### src/sv/epco_pkg.sv
`timescale 1ns / 1ps
package epco_pkg;

  localparam int LIN_W = 23;
  localparam int COORD_W = 12;
  localparam int PROD_W = 29;
  localparam int MAP_W = 18;

  localparam logic signed [COORD_W-1:0] CENTRE_X = 12'sd640;
  localparam logic signed [COORD_W-1:0] CENTRE_Y = 12'sd360;
  localparam logic signed [MAP_W-1:0] OFFSET_X = 18'sd1920;
  localparam logic signed [MAP_W-1:0] OFFSET_Y = 18'sd1080;

  localparam logic [1:0] REG_MAX_COUNT = 2'd0;
  localparam logic [1:0] REG_TARGET_WIDTH = 2'd1;
  localparam logic [1:0] REG_TARGET_HEIGHT = 2'd2;
  localparam logic [1:0] REG_SCALE = 2'd3;

  localparam logic [15:0] MAX_COUNT_RST = 16'd10;
  localparam logic [11:0] TARGET_WIDTH_RST = 12'd1280;
  localparam logic [11:0] TARGET_HEIGHT_RST = 12'd720;
  localparam logic [15:0] SCALE_RST = 16'd13729;

  localparam logic [1:0] DOM_NONE = 2'd0;
  localparam logic [1:0] DOM_POS = 2'd1;
  localparam logic [1:0] DOM_NEG = 2'd2;

  typedef struct packed {
    logic signed [12:0] tx;
    logic signed [12:0] ty;
    logic in_target;
  } map_res_t;

endpackage

### src/sv/epco_map.sv
`timescale 1ns / 1ps
module epco_map (
  input  logic                clk,
  input  logic                load,
  input  logic [10:0]         x,
  input  logic [9:0]          y,
  input  logic [15:0]         scale,
  input  logic [11:0]         target_w,
  input  logic [11:0]         target_h,
  output epco_pkg::map_res_t  res
);
  import epco_pkg::*;

  logic signed [PROD_W-1:0] prod_x;
  logic signed [PROD_W-1:0] prod_y;
  logic signed [MAP_W-1:0]  mx;
  logic signed [MAP_W-1:0]  my;

  function automatic logic signed [MAP_W-1:0] fold(input logic signed [PROD_W-1:0] p,
                                                    input logic signed [MAP_W-1:0] off);
    logic [PROD_W-1:0] mag;
    logic [MAP_W-1:0]  whole;
    mag = p[PROD_W-1] ? PROD_W'(-p) : PROD_W'(p);
    whole = MAP_W'(mag >> 12);
    return (p[PROD_W-1] ? -$signed(whole) : $signed(whole)) + off;
  endfunction

  function automatic logic signed [12:0] sat13(input logic signed [MAP_W-1:0] v);
    if (v < -18'sd4096) begin
      return -13'sd4096;
    end else if (v > 18'sd4095) begin
      return 13'sd4095;
    end else begin
      return 13'(v);
    end
  endfunction

  always_ff @(posedge clk) begin
    if (load) begin
      prod_x <= ($signed({1'b0, x}) - CENTRE_X) * $signed({1'b0, scale});
      prod_y <= ($signed({2'b00, y}) - CENTRE_Y) * $signed({1'b0, scale});
    end
  end

  assign mx = fold(prod_x, OFFSET_X);
  assign my = fold(prod_y, OFFSET_Y);

  always_comb begin
    res.tx = sat13(mx);
    res.ty = sat13(my);
    res.in_target = !mx[MAP_W-1] && !my[MAP_W-1] &&
                    (mx < $signed({6'b0, target_w})) && (my < $signed({6'b0, target_h}));
  end

endmodule

### config.mk
export PLATFORM = sky130hd
export DESIGN_NAME = epco_map
export DESIGN_NICKNAME = d
export VERILOG_FILES = /design/src/sv/epco_pkg.sv /design/src/sv/epco_map.sv
export SDC_FILE = /design/constraint.sdc
export NUM_CORES = 1
export LEC_CHECK = 0
export ABC_CLOCK_PERIOD_IN_PS = 15200
export BUFFER_PORTS_ARGS = -buffer_cell sky130_fd_sc_hd__buf_2
export CAP_MARGIN = 20
export CELL_PAD_IN_SITES_DETAIL_PLACEMENT = 1
export CELL_PAD_IN_SITES_GLOBAL_PLACEMENT = 1
export CORE_ASPECT_RATIO = 0.5
export CORE_MARGIN = 5
export CORE_UTILIZATION = 54
export DETAILED_ROUTE_END_ITERATION = 8
export PLACE_DENSITY = 0.88
export SYNTH_ARGS = -nofsm -noshare
export SYNTH_HDL_FRONTEND = slang
export SYNTH_SLANG_ARGS = --single-unit
export TNS_END_PERCENT = 30
### constraint.sdc
create_clock -name clk -period 15.2 [get_ports clk]
set_input_delay 3.04 -clock clk [delete_from_list [all_inputs] [get_ports clk]]
set_output_delay 3.04 -clock clk [all_outputs]
set_load 0.005 [all_outputs]
; Word-level counts from Yosys, hierarchy flattened
; Index checks and enable logic that the tools add are counted.
[word_totals]
reg_bits = 58
inputBits = 63
out_inout_bits = 27
[classes]
addsub = 8
mul = 2
order_cmp = 6
muxes = 8
reduce_logical = 5
[op_table]
columns = cell, count
row1 = 2-to-1 mux 29 bit, 2
row2 = negation 29 bit, 2
row3 = 2-to-1 mux 13 bit, 4
row4 = adder 18 x 12 -> 18 bit (second input constant), 2
row5 = > comparator 18 x 13 -> 1 bit (second input constant), 2
row6 = less-than comparator 18 x 13 -> 1 bit, 2
row7 = less-than comparator 18 x 13 -> 1 bit (second input constant), 2
row8 = 2-to-1 mux 18 bit, 2
row9 = negation 17 -> 18 bit, 2
row10 = multiplier 12 x 17 -> 29 bit, 1
row11 = multiplier 11 x 17 -> 28 bit, 1
row12 = subtractor 11 x 10 -> 12 bit (second input constant), 1
row13 = subtractor 10 x 9 -> 11 bit (second input constant), 1
row14 = logical AND 1 bit, 3
row15 = logical NOT 1 bit, 2

; Logic depth before layout (Yosys ltp)
[logic_depth]
depth_word = 9
ltp_mapped = 29
depth_no_buf = 27

; Worst setup path before layout
; No wires, ideal clock.
[synth_timing]
path_type = input to register
startpoint = input port y[3]
endpoint = register prod_y[24] (data pin)
setup_time_ps = 266
arrival_time_ps = 9128
required_ps = 14934
setup_slack_ps = 5806
path_stages = 25
cell_sequence = inv_1 > clkbuf_1 > ha_1 > nor2_1 > o21ai_0 > xor2_1 > clkbuf_1 > nand2_1 > fa_1 > fa_1 > inv_1 > fa_1 > fa_1 > inv_1 > fa_1 > inv_1 > ha_1 > a21boi_0 > o21ai_0 > a31oi_1 > o41a_1 > a21o_1 > o21a_1 > o41ai_1 > xnor2_1
[synth_between]
elab_chain_cells = 2
[synth_lines]
columns = element, line_no
row1 = "start, declared", epco_map.sv:6  ; input logic [9:0] y,
row2 = subtractor 10 x 9 -> 11 bit, epco_map.sv:41  ; prod_y <= ($signed({2'b00, y}) - CENTRE_Y) * $signed({1'b0, scale});
row3 = multiplier 11 x 17 -> 28 bit, epco_map.sv:41
row4 = "end signal, assigned", epco_map.sv:41
row5 = "end, declared", epco_map.sv:15  ; logic signed [PROD_W-1:0] prod_y;
; No other way between the ends.
; A chain may end at the register's enable or synchronous reset.

; Worst setup path in the final report
[layout_timing]
startpoint = input port x[7]
endpoint = register prod_x[27] (data pin)
[layout_between]
elab_chain_cells = 2
[layout_lines]
columns = element, line_no
row1 = "start, declared", epco_map.sv:5  ; input logic [10:0] x,
row2 = subtractor 11 x 10 -> 12 bit, epco_map.sv:40  ; prod_x <= ($signed({1'b0, x}) - CENTRE_X) * $signed({1'b0, scale});
row3 = multiplier 12 x 17 -> 29 bit, epco_map.sv:40
row4 = "end signal, assigned", epco_map.sv:40
row5 = "end, declared", epco_map.sv:14  ; logic signed [PROD_W-1:0] prod_x;
; No other way between the ends.

==> flow_metrics.tcl <==
set metrics [dict create \
    drt-vias-per-instance 6.00 \
    final_cell_mix "inv_1, fa_1, nand2_1" \
    critPathKind "input pin to flip-flop" \
    timing.fmax_mhz 94.9 \
    core_area_um2 31600 \
    synth.avg_cell_area_um2 8.78 \
    synth.distinct_cells 82 \
    start_util_pct 54.5 \
    finalCriticalPeriod_ns 10.54 \
    grt_max_degree 58 \
    syn_nets 2485 \
    cts_tree "yes" \
    ys_seq_area_share_pct 9.93 \
    max_slew_margin_pct 29.0 \
    drt_iter0_drc 1136 \
    synthArstFlopShare_pct 0 \
    status "finished, final reports clean" \
    finalSetupViolCount 0 \
    synthesis.instances 1962 \
    end_kind "flip-flop" \
    synth_area_um2 17200 \
    drcViolationCount 0 \
    drtPass1Iterations 5 \
    rows 46 \
    dp_hpwl_um 44500 \
    cts.sinks 57 \
    nets 2516 \
    rsz0062_at_grt "false" \
    postCtsSetupBuffers 0 \
    worst_slew_pin_slew_ns 1.06 \
    clk_pin_slew_ns 0.06 \
    die_w_um 263 \
    synth_edf_count 57 \
    dieArea_um2 35800 \
    ys_seq_elements 57 \
    maxCapViolations 0 \
    worst_setup_path_start_kind "input pin" \
    grt_overflow 0 \
    antenna_found_initial 1 \
    cts-buffers-inserted 9 \
    grt_usage_pct 32.1 \
    num_vias 14600 \
    drv_slew 0 \
    cts_resized 0 \
    h-tree-depth 3 \
    wl_per_cell_um 23.5 \
    cts_root_buffer "clkbuf_16" \
    finalWirelength_um 57100 \
    synth_warnings 0 \
    antenna_left 0 \
    layout-drive-gt1-share_pct 8.86 \
    ios 90 \
    cp-startpoint "x[7]" \
    final_common_cell "inv_1" \
    finalSetupTns_ns 0 \
    gp_routability_congestion 0.862 \
    yosys_most_used_dff "edfxtp_1" \
    num-fill-cells 3735 \
    period_share_pct 69.3 \
    hold_viol 0 \
    hold_path_depth 2 \
    min_path_type "input pin to flip-flop" \
    io_buffers 89 \
    cp-endpoint "prod_x[27]" \
    arrival_ns 10.62 \
    grt_pass1_vias 16500 \
    cts_hold_buf 0 \
    clockBufferDepth 2 \
    crit_fanout 15 \
    area_growth_pct 6.14 \
    crit_required_ns 15.28 \
    grt_pass1_wl_um 90400 \
    die_height_um 136 \
]
logic make-up after synthesis:
family	after synthesis	synth area share [%]
compound gates	212	8.94
xor+xnor	95	4.92
fa+ha+maj	460	45.0
buf+inv	479	10.5
flops	57	9.93
mux	14	0.879
simple gates	645	19.8
synth_stat cells, drive strengths merged, types with 15 or more instances:
library cell  instances  area share, %
or2                  17           0.62
nor2b                39            1.4
clkbuf               70            1.5
xor2                 35            1.8
edfxtp               57            9.9
xnor2                60            3.1
o21ai                36            1.1
and2                129            4.7
nor2                 87            1.9
ha                  193             14
nand4                15           0.63
nor3                 21           0.70
nand3                32           0.93
nand2               210            4.6
fa                  267             31
nor4                 19            1.2
inv                 401            8.7
nand2b               35            1.3
a31oi                18           0.65
a21oi                48            1.6
sequential cells by signal, summed over array words and instances, names as in the netlist:
register	cells
prod_x	29
prod_y	28
worst max-delay path, cell delays in order:
cell and delay (ns):
buf_2 0.32, inv_1 0.19, ha_1 0.27, xnor2_1 0.73
buf_4 0.30, nand2_1 0.10, fa_1 0.49, fa_1 0.53
fa_1 0.54, fa_1 0.54, fa_1 0.54, inv_1 0.04
ha_1 0.36, nor2_1 0.14, a21oi_1 0.08, a221o_1 0.41
a31o_2 0.28, a31o_2 0.27, o41ai_1 0.79, o2111ai_1 0.25
a21oi_1 0.29, xnor2_1 0.12
stage by stage:
stage / instance area (um2) / worst slack [ns] / hold WS, ns / util [%] / std cells
2_1_floorplan: 17200 / 5.81 / 3.15 / - / 1962
3_3_place_gp: 18000 / 5.22 / 3.58 / 56.9 / 2413
3_5_place_dp: 18000 / 4.79 / 3.58 / 56.9 / 2413
4_1_cts: 18300 / 4.89 / 3.26 / 57.8 / 2429
5_1_grt: 18300 / 4.46 / 3.29 / 57.9 / 2431
6_report: 18300 / 4.66 / 3.29 / 57.9 / 2431
area by class of cell:
type | instances | area [um2] | share of cell area (%)
repair buffers | 98 | 510 | 2.79
well taps | 432 | 541 | 2.96
inverters | 401 | 1510 | 8.23
flip-flops and latches | 57 | 1710 | 9.36
diodes | 1 | 2.50 | 0.0137
multi-input cells | 1426 | 13700 | 74.9
clock buffers | 10 | 229 | 1.25
clock inverters | 6 | 82.6 | 0.452
routing by layer:
| metal | GRT usage [%] | up-vias | part of all wire (%) |
|---|---|---|---|
| met2 | 54.4 | 728 | 47 |
| met5 | 0 | - | 0 |
| met4 | 13.8 | 0 | 4.6 |
| met3 | 7.79 | 222 | 8.9 |
| met1 | 39.6 | 7342 | 40 |
| li1 | - | 6285 | - |
worst min path at each step:
stage,end,from
after detailed placement,prod_y[0],y[0]
final,prod_y[0],y[0]
after global routing,prod_y[0],y[0]
after CTS,prod_y[0],y[0]
after global placement,prod_y[0],y[0]
after floorplan,prod_x[0],load
Power is not shown: default switching activity piles up to over one toggle a cycle in this logic, so the estimate is an artifact.
