==> config.mk <==
export PLATFORM = sky130hd
export DESIGN_NAME = epco_div
export DESIGN_NICKNAME = d
export VERILOG_FILES = /design/src/sv/epco_div.sv
export SDC_FILE = /design/constraint.sdc
export NUM_CORES = 1
export LEC_CHECK = 0
export CAP_MARGIN = 20
export CELL_PAD_IN_SITES_DETAIL_PLACEMENT = 0
export CELL_PAD_IN_SITES_GLOBAL_PLACEMENT = 2
export CORE_MARGIN = 10
export CORE_UTILIZATION = 46
export CTS_BUF_LIST = sky130_fd_sc_hd__clkbuf_4
export CTS_CLUSTER_DIAMETER = 30
export DETAILED_ROUTE_END_ITERATION = 10
export DONT_BUFFER_PORTS = 1
export PLACE_DENSITY_LB_ADDON = 0.25
export REMOVE_ABC_BUFFERS = 1
export SETUP_SLACK_MARGIN = 0.1
export SYNTH_ARGS = -nofsm -noshare
export SYNTH_HDL_FRONTEND = slang
export SYNTH_SLANG_ARGS = --single-unit
==> constraint.sdc <==
create_clock -name clk -period 18.5 [get_ports clk]
set_input_delay 2.775 -clock clk [delete_from_list [all_inputs] [get_ports clk]]
set_output_delay 2.775 -clock clk [all_outputs]
set_load 0.02 [all_outputs]
==> src/sv/epco_div.sv <==
`timescale 1ns / 1ps
module epco_div #(
  parameter int COUNT_BITS = 16
) (
  input  logic                  clk,
  input  logic                  rst,
  input  logic                  start,
  input  logic [COUNT_BITS-1:0] diff,
  input  logic [15:0]           max_count,
  output logic                  done,
  output logic [7:0]            intensity
);

  localparam int NW = COUNT_BITS + 8;

  logic [NW-1:0] num;
  logic [16:0]   rem;
  logic [7:0]    lo;
  logic [2:0]    cnt;
  logic          busy;
  logic [16:0]   trial;
  logic          fits;

  assign num = NW'(diff) * NW'(255);
  assign trial = {rem[15:0], lo[7]};
  assign fits = trial >= {1'b0, max_count};

  always_ff @(posedge clk) begin
    if (rst) begin
      done <= 1'b0;
      busy <= 1'b0;
    end else if (start) begin
      cnt <= 3'd0;
      if (diff == '0) begin
        intensity <= 8'd0;
        done <= 1'b1;
        busy <= 1'b0;
      end else if (24'(num) >= {max_count, 8'h00}) begin
        intensity <= 8'hff;
        done <= 1'b1;
        busy <= 1'b0;
      end else begin
        rem <= 17'(num >> 8);
        lo <= num[7:0];
        intensity <= 8'd0;
        done <= 1'b0;
        busy <= 1'b1;
      end
    end else if (busy) begin
      rem <= fits ? trial - {1'b0, max_count} : trial;
      lo <= {lo[6:0], 1'b0};
      intensity <= {intensity[6:0], fits};
      cnt <= cnt + 3'd1;
      if (cnt == 3'd7) begin
        busy <= 1'b0;
        done <= 1'b1;
      end
    end
  end

endmodule

# == After elaboration in Yosys (flattened, before gate mapping) ==
# Cells that the tools add are included.
# word_totals
wordCells,45
output_inout_bits,9
regBits,37
input_bits,35
# op_classes
n_reduce_logical,6
n_mul,1
n_mux,24
eq_ne,3
order_cmp,2
addsub,2
n_bitwise,1
# op_table
cell,n
two-way mux 16 bit,5
two-way mux 8 bit,8
greater-or-equal comparator 24 bit,1
multiplier 16 x 8 -> 24 bit (second input constant),1
greater-or-equal comparator 17 x 16 -> 1 bit,1
logical NOT 16 bit,1
subtractor 16 bit,1
two-way mux 1 bit,10
inequality test 2 bit (second input constant),2
AND reduction 2 bit,2
AND reduction 4 bit,1
nonzero test 2 bit,2
adder 3 x 1 -> 3 bit (second input constant),1
equality test 3 bit (second input constant),1
two-way mux 3 bit,1
NOT 1 bit,1

# == Longest topological paths before layout ==
# logic_depth
depth_word,5
mapped_depth,24
mapped_depth_nobuf,24

# == Least setup slack after synthesis ==
# Ideal clock, no wire load.
# synth_path
path_type,input to register
start,input diff[4]
end,"register lo[0], enable pin"
arrival_ns,9.257
cell_stages,22
t_required_ns,18.080
setup_slack_ns,8.823
cell_sequence,inv_1 > fa_1 > fa_1 > inv_1 > fa_1 > inv_1 > fa_1 > inv_1 > ha_1 > o21a_1 > o31a_1 > o31a_1 > o31ai_2 > o21ai_2 > o31ai_4 > xnor2_1 > ha_1 > a21o_1 > a21o_1 > a21oi_1 > o211ai_1 > a31oi_1
# synth_between
elab_chain_len,4
# synth_lines
item,line,rtl
start: declaration,8,"input logic [COUNT_BITS-1:0] diff,"
multiplier 16 x 8 -> 24 bit,24,assign num = NW'(diff) * NW'(255);
greater-or-equal comparator 24 bit,38,"end else if (24'(num) >= {max_count, 8'h00}) begin"
inequality test 2 bit (no source line),-,
AND reduction 4 bit (no source line) *,-,
end signal: assignment,44,lo <= num[7:0];
end signal: assignment,51,"lo <= {lo[6:0], 1'b0};"
end: declaration,18,logic [7:0] lo;
# Mark *: on every way between the ends. The rest lies on a longest branch, timed or not.
# A chain may end at the register's enable or synchronous reset.

# == Worst setup path after layout ==
# layout_path
start,input diff[5]
end,"register intensity[7], data pin"
# layout_between
elab_chain_len,5
# layout_lines
item,line,rtl
multiplier 16 x 8 -> 24 bit,24,
greater-or-equal comparator 24 bit,38,
two-way mux 8 bit,38,
two-way mux 8 bit *,34,if (diff == '0) begin
two-way mux 8 bit *,32,end else if (start) begin
end signal: assignment,52,"intensity <= {intensity[6:0], fits};"
end: declaration,11,output logic [7:0] intensity
# Marked as above.

==> tab_implementation.tex <==
\begin{tabular}{lr}
\hline
Metric & Value \\
\hline
\multicolumn{2}{l}{\textbf{Status}} \\
\quad Outcome & finished, final reports clean \\
\multicolumn{2}{l}{\textbf{Timing}} \\
\quad Worst Max-Slew Pin Slew & 904 ps \\
\quad Setup\_tns & 0 ps \\
\quad Tightest slew margin relative to the limit & 39.5\% \\
\quad Unrepaired setup endpoints after global routing & no \\
\quad Final count of pins violating max slew & 0 \\
\quad Clock skew & 20.1 ps \\
\quad Final cycle utilization of the critical path & 48.4\% \\
\quad Final hold slack & 554 ps \\
\quad Final critical-path required period & 8950 ps \\
\quad Maximum clock frequency & 112 MHz \\
\quad Final setup vio count & 0 \\
\quad Hold Fails Final Rpt & 0 \\
\multicolumn{2}{l}{\textbf{Synth}} \\
\quad Area share of the largest cell type after synthesis & 23.4\% \\
\quad Number of warnings reported in the yosys synthesis log & 0 \\
\quad Top cells by count, synth & 150 x inv\_1, 86 x ha\_1, 71 x fa\_1, 35 x edfxtp\_1, 31 x o21ai\_0 \\
\quad Synth Register Bits & 37 \\
\quad Proportion of register bits with asynchronous set or reset after synthesis & 0\% \\
\quad Number of synthesized flops with an enable pin & 35 \\
\quad Cell type with the largest total area after synthesis & fa\_1 \\
\quad Post-synth design cell area & 6070 um2 \\
\quad Fraction of the yosys area taken by sequential cells & 18.0\% \\
\quad Synthesized instance count & 630 \\
\quad Netlist cell types & 57 \\
\quad Leading post-synthesis cells by cell area & fa\_1 23\%, ha\_1 18\%, edfxtp\_1 17\% \\
\quad Syn Area/Cell & 9.63 um2 \\
\quad Ys flop type & edfxtp\_1 \\
\quad Most frequent cell after synthesis & inv\_1 \\
\multicolumn{2}{l}{\textbf{Min path}} \\
\quad Number of cells on the worst hold path & 1 \\
\quad Min-delay src & lo[1] \\
\quad Worst min-delay path class & flip-flop to flip-flop \\
\multicolumn{2}{l}{\textbf{Critical path}} \\
\quad Cells traversed along the worst timing path & inv\_1 -> fa\_1 -> fa\_1 -> inv\_1 -> fa\_1 -> inv\_1 -> fa\_1 -> inv\_1 -> ha\_1 -> o21a\_1 -> o31a\_1 -> o31a\_1 -> o22a\_2 -> a21o\_1 -> a21oi\_1 -> xnor2\_1 -> ha\_1 -> a21o\_1 -> a21oi\_1 -> nor2b\_1 -> o41ai\_1 -> a21boi\_0 -> o21ai\_0 -> o21ai\_0 \\
\quad Critical Path Slowest Stage Cell & o21ai\_0 \\
\quad Required time of the worst setup path & 18590 ps \\
\quad CP delay by family, top & compound AO/OA/AOI/OAI gates \\
\quad R2r worst-path depth & 9 \\
\quad Nature of the critical path endpoint & flip-flop \\
\quad Slowest cell delay on critical path & 600 ps \\
\quad Maximum fanout along the worst path & 8 \\
\quad CP Launch Type & input port \\
\quad Origin of the critical flop-to-flop path & rem[0] \\
\quad Data arrival time of the critical path & 9040 ps \\
\quad Critical path depth in cells & 24 \\
\quad Worst setup path category & input port to flip-flop \\
\quad Buffer and inverter count on the worst path & 4 \\
\quad Source of the critical timing path & diff[5] \\
\multicolumn{2}{l}{\textbf{Clock network}} \\
\quad Clock input transition at the sequential cells of the worst setup and hold paths & 130 ps \\
\quad TritonCTS clock tree & yes \\
\quad Post\_cts resized & 0 \\
\quad Depth of the CTS H-tree & 2 \\
\quad Clk buf depth & 2 \\
\quad Clock latency reported for the late side of the worst-skew pair & 360 ps \\
\quad Number of clock sinks & 37 \\
\quad CTS Root Buffer Type & clkbuf\_4 \\
\quad Number of CTS-inserted buffers & 5 \\
\quad CTS hold repair buffers & 0 \\
\quad Post-CTS setup buffer count & 0 \\
\multicolumn{2}{l}{\textbf{Flow run}} \\
\quad Max-capacitance violation count & 0 \\
\multicolumn{2}{l}{\textbf{Drt}} \\
\quad Drc violations & 0 \\
\quad Initial drt markers & 149 \\
\quad First-pass iteration count of the detailed router & 4 \\
\quad Remaining number of nets flagged by the antenna check after routing & 0 \\
\quad Average via count per standard cell & 5.07 \\
\quad Routed wire length & 12400 um \\
\quad Total vias in the final route & 4074 \\
\quad Routed WL per cell & 15.5 um \\
\multicolumn{2}{l}{\textbf{Cells and area}} \\
\quad Count of filler cells inserted in the layout & 1225 \\
\quad Net count of the finished layout & 822 \\
\quad Share of layout cells above drive strength 1 & 6.50\% \\
\quad Area of combinational cells with multiple inputs & 4360 um2 \\
\quad Area of all placed cells without fillers & 6300 um2 \\
\quad Non-filler instance count after layout & 804 \\
\quad Area added between synthesis and finish & 3.75\% \\
\quad Register area & 1090 um2 \\
\multicolumn{2}{l}{\textbf{Global route}} \\
\quad Total grt overflow & 0 \\
\quad Largest net degree at the start of global routing & 38 \\
\quad Vias in the first global route & 4471 \\
\quad Number of antenna violations at the first check in global routing & 1 \\
\quad Wire length of the first global-routing pass & 21500 um \\
\quad GR Util All Layers & 14.3\% \\
\multicolumn{2}{l}{\textbf{Placed design}} \\
\quad Placer's final routability congestion estimate & 0.845 \\
\quad DP Area & 6240 um2 \\
\quad Dpl hpwl & 10900 um \\
\quad Count of buffers inserted at the top-level ports & 0 \\
\quad Number of placed cells counting well taps & 795 \\
\multicolumn{2}{l}{\textbf{Floorplanning}} \\
\quad Core region area & 12800 um2 \\
\quad Die Outline Area & 18200 um2 \\
\quad Die extent in x & 135 um \\
\quad Starting density of the core & 47.5\% \\
\quad Height of the die & 135 um \\
\quad I/O pins & 44 \\
\quad Site row count & 41 \\
\hline
\end{tabular}
==> flip-flops by register name (all words and copies together), names as in the netlist <==
register   count
rem           16
intensity      8
lo             8
cnt            3
busy           1
done           1
==> layout by cell type (no fill, tap or decap), types with 3 or more instances in the layout <==
cell	n
inv_1	150
ha_1	86
fa_1	71
edfxtp_1	35
o21ai_0	31
a21oi_1	30
nor2_1	27
xnor2_1	22
nand2_1	20
mux2_2	18
nor3_1	10
o21a_1	9
nand4_1	9
nor2b_1	8
a21o_1	8
xor2_1	7
mux2i_1	7
nand3_1	6
a211oi_1	5
clkbuf_4	5
o211ai_1	4
nand2b_1	4
o31a_1	3
or2_2	3
o21bai_1	3
and3_1	3
o31ai_1	3
o41ai_1	3
a31oi_1	3
==> path summary, 6_finish.rpt <==
path	slack, ps	to
setup / recovery	9550	intensity[7]
hold / removal	550	lo[2]
setup reg to reg	15010	rem[5]
hold reg to reg	550	lo[2]
==> final cells by class <==
type                    instances  share of cell area, %
multi-input cells             434                   69.2
flip-flops and latches         37                   17.3
inverters                     151                   9.00
well taps                     172                   3.42
clock buffers                   5                  0.596
clock inverters                 3                  0.278
repair buffers                  1                  0.119
diodes                          1                 0.0397
==> per-layer routing <==
| metal | part of all wire (%) | wire length [um] | global-route usage, % |
|---|---|---|---|
| met1 | 51 | 6290 | 19.7 |
| met2 | 46 | 5690 | 23.3 |
| met3 | 2.6 | 326 | 1.63 |
| met4 | 1.0 | 125 | 3.63 |
| met5 | 0 | 0 | 0 |
==> stage by stage <==
step	setup WS, ps	utilization, %
2_1_floorplan	8820	-
3_3_place_gp	9370	48.8
3_5_place_dp	9210	48.8
4_1_cts	9530	49.3
5_1_grt	9120	49.3
6_report	9550	49.3
==> cells by family after synthesis <==
logic type      count (synthesis)  share of synthesized area (%)
simple gates                  102                           8.58
fa+ha+maj                     157                           41.2
mux                            25                           4.49
flops                          37                           18.0
compound gates                121                           13.3
buf+inv                       159                           10.3
xor+xnor                       29                           4.19
Power is not shown: default switching activity piles up to over one toggle a cycle in this logic, so the estimate is an artifact.
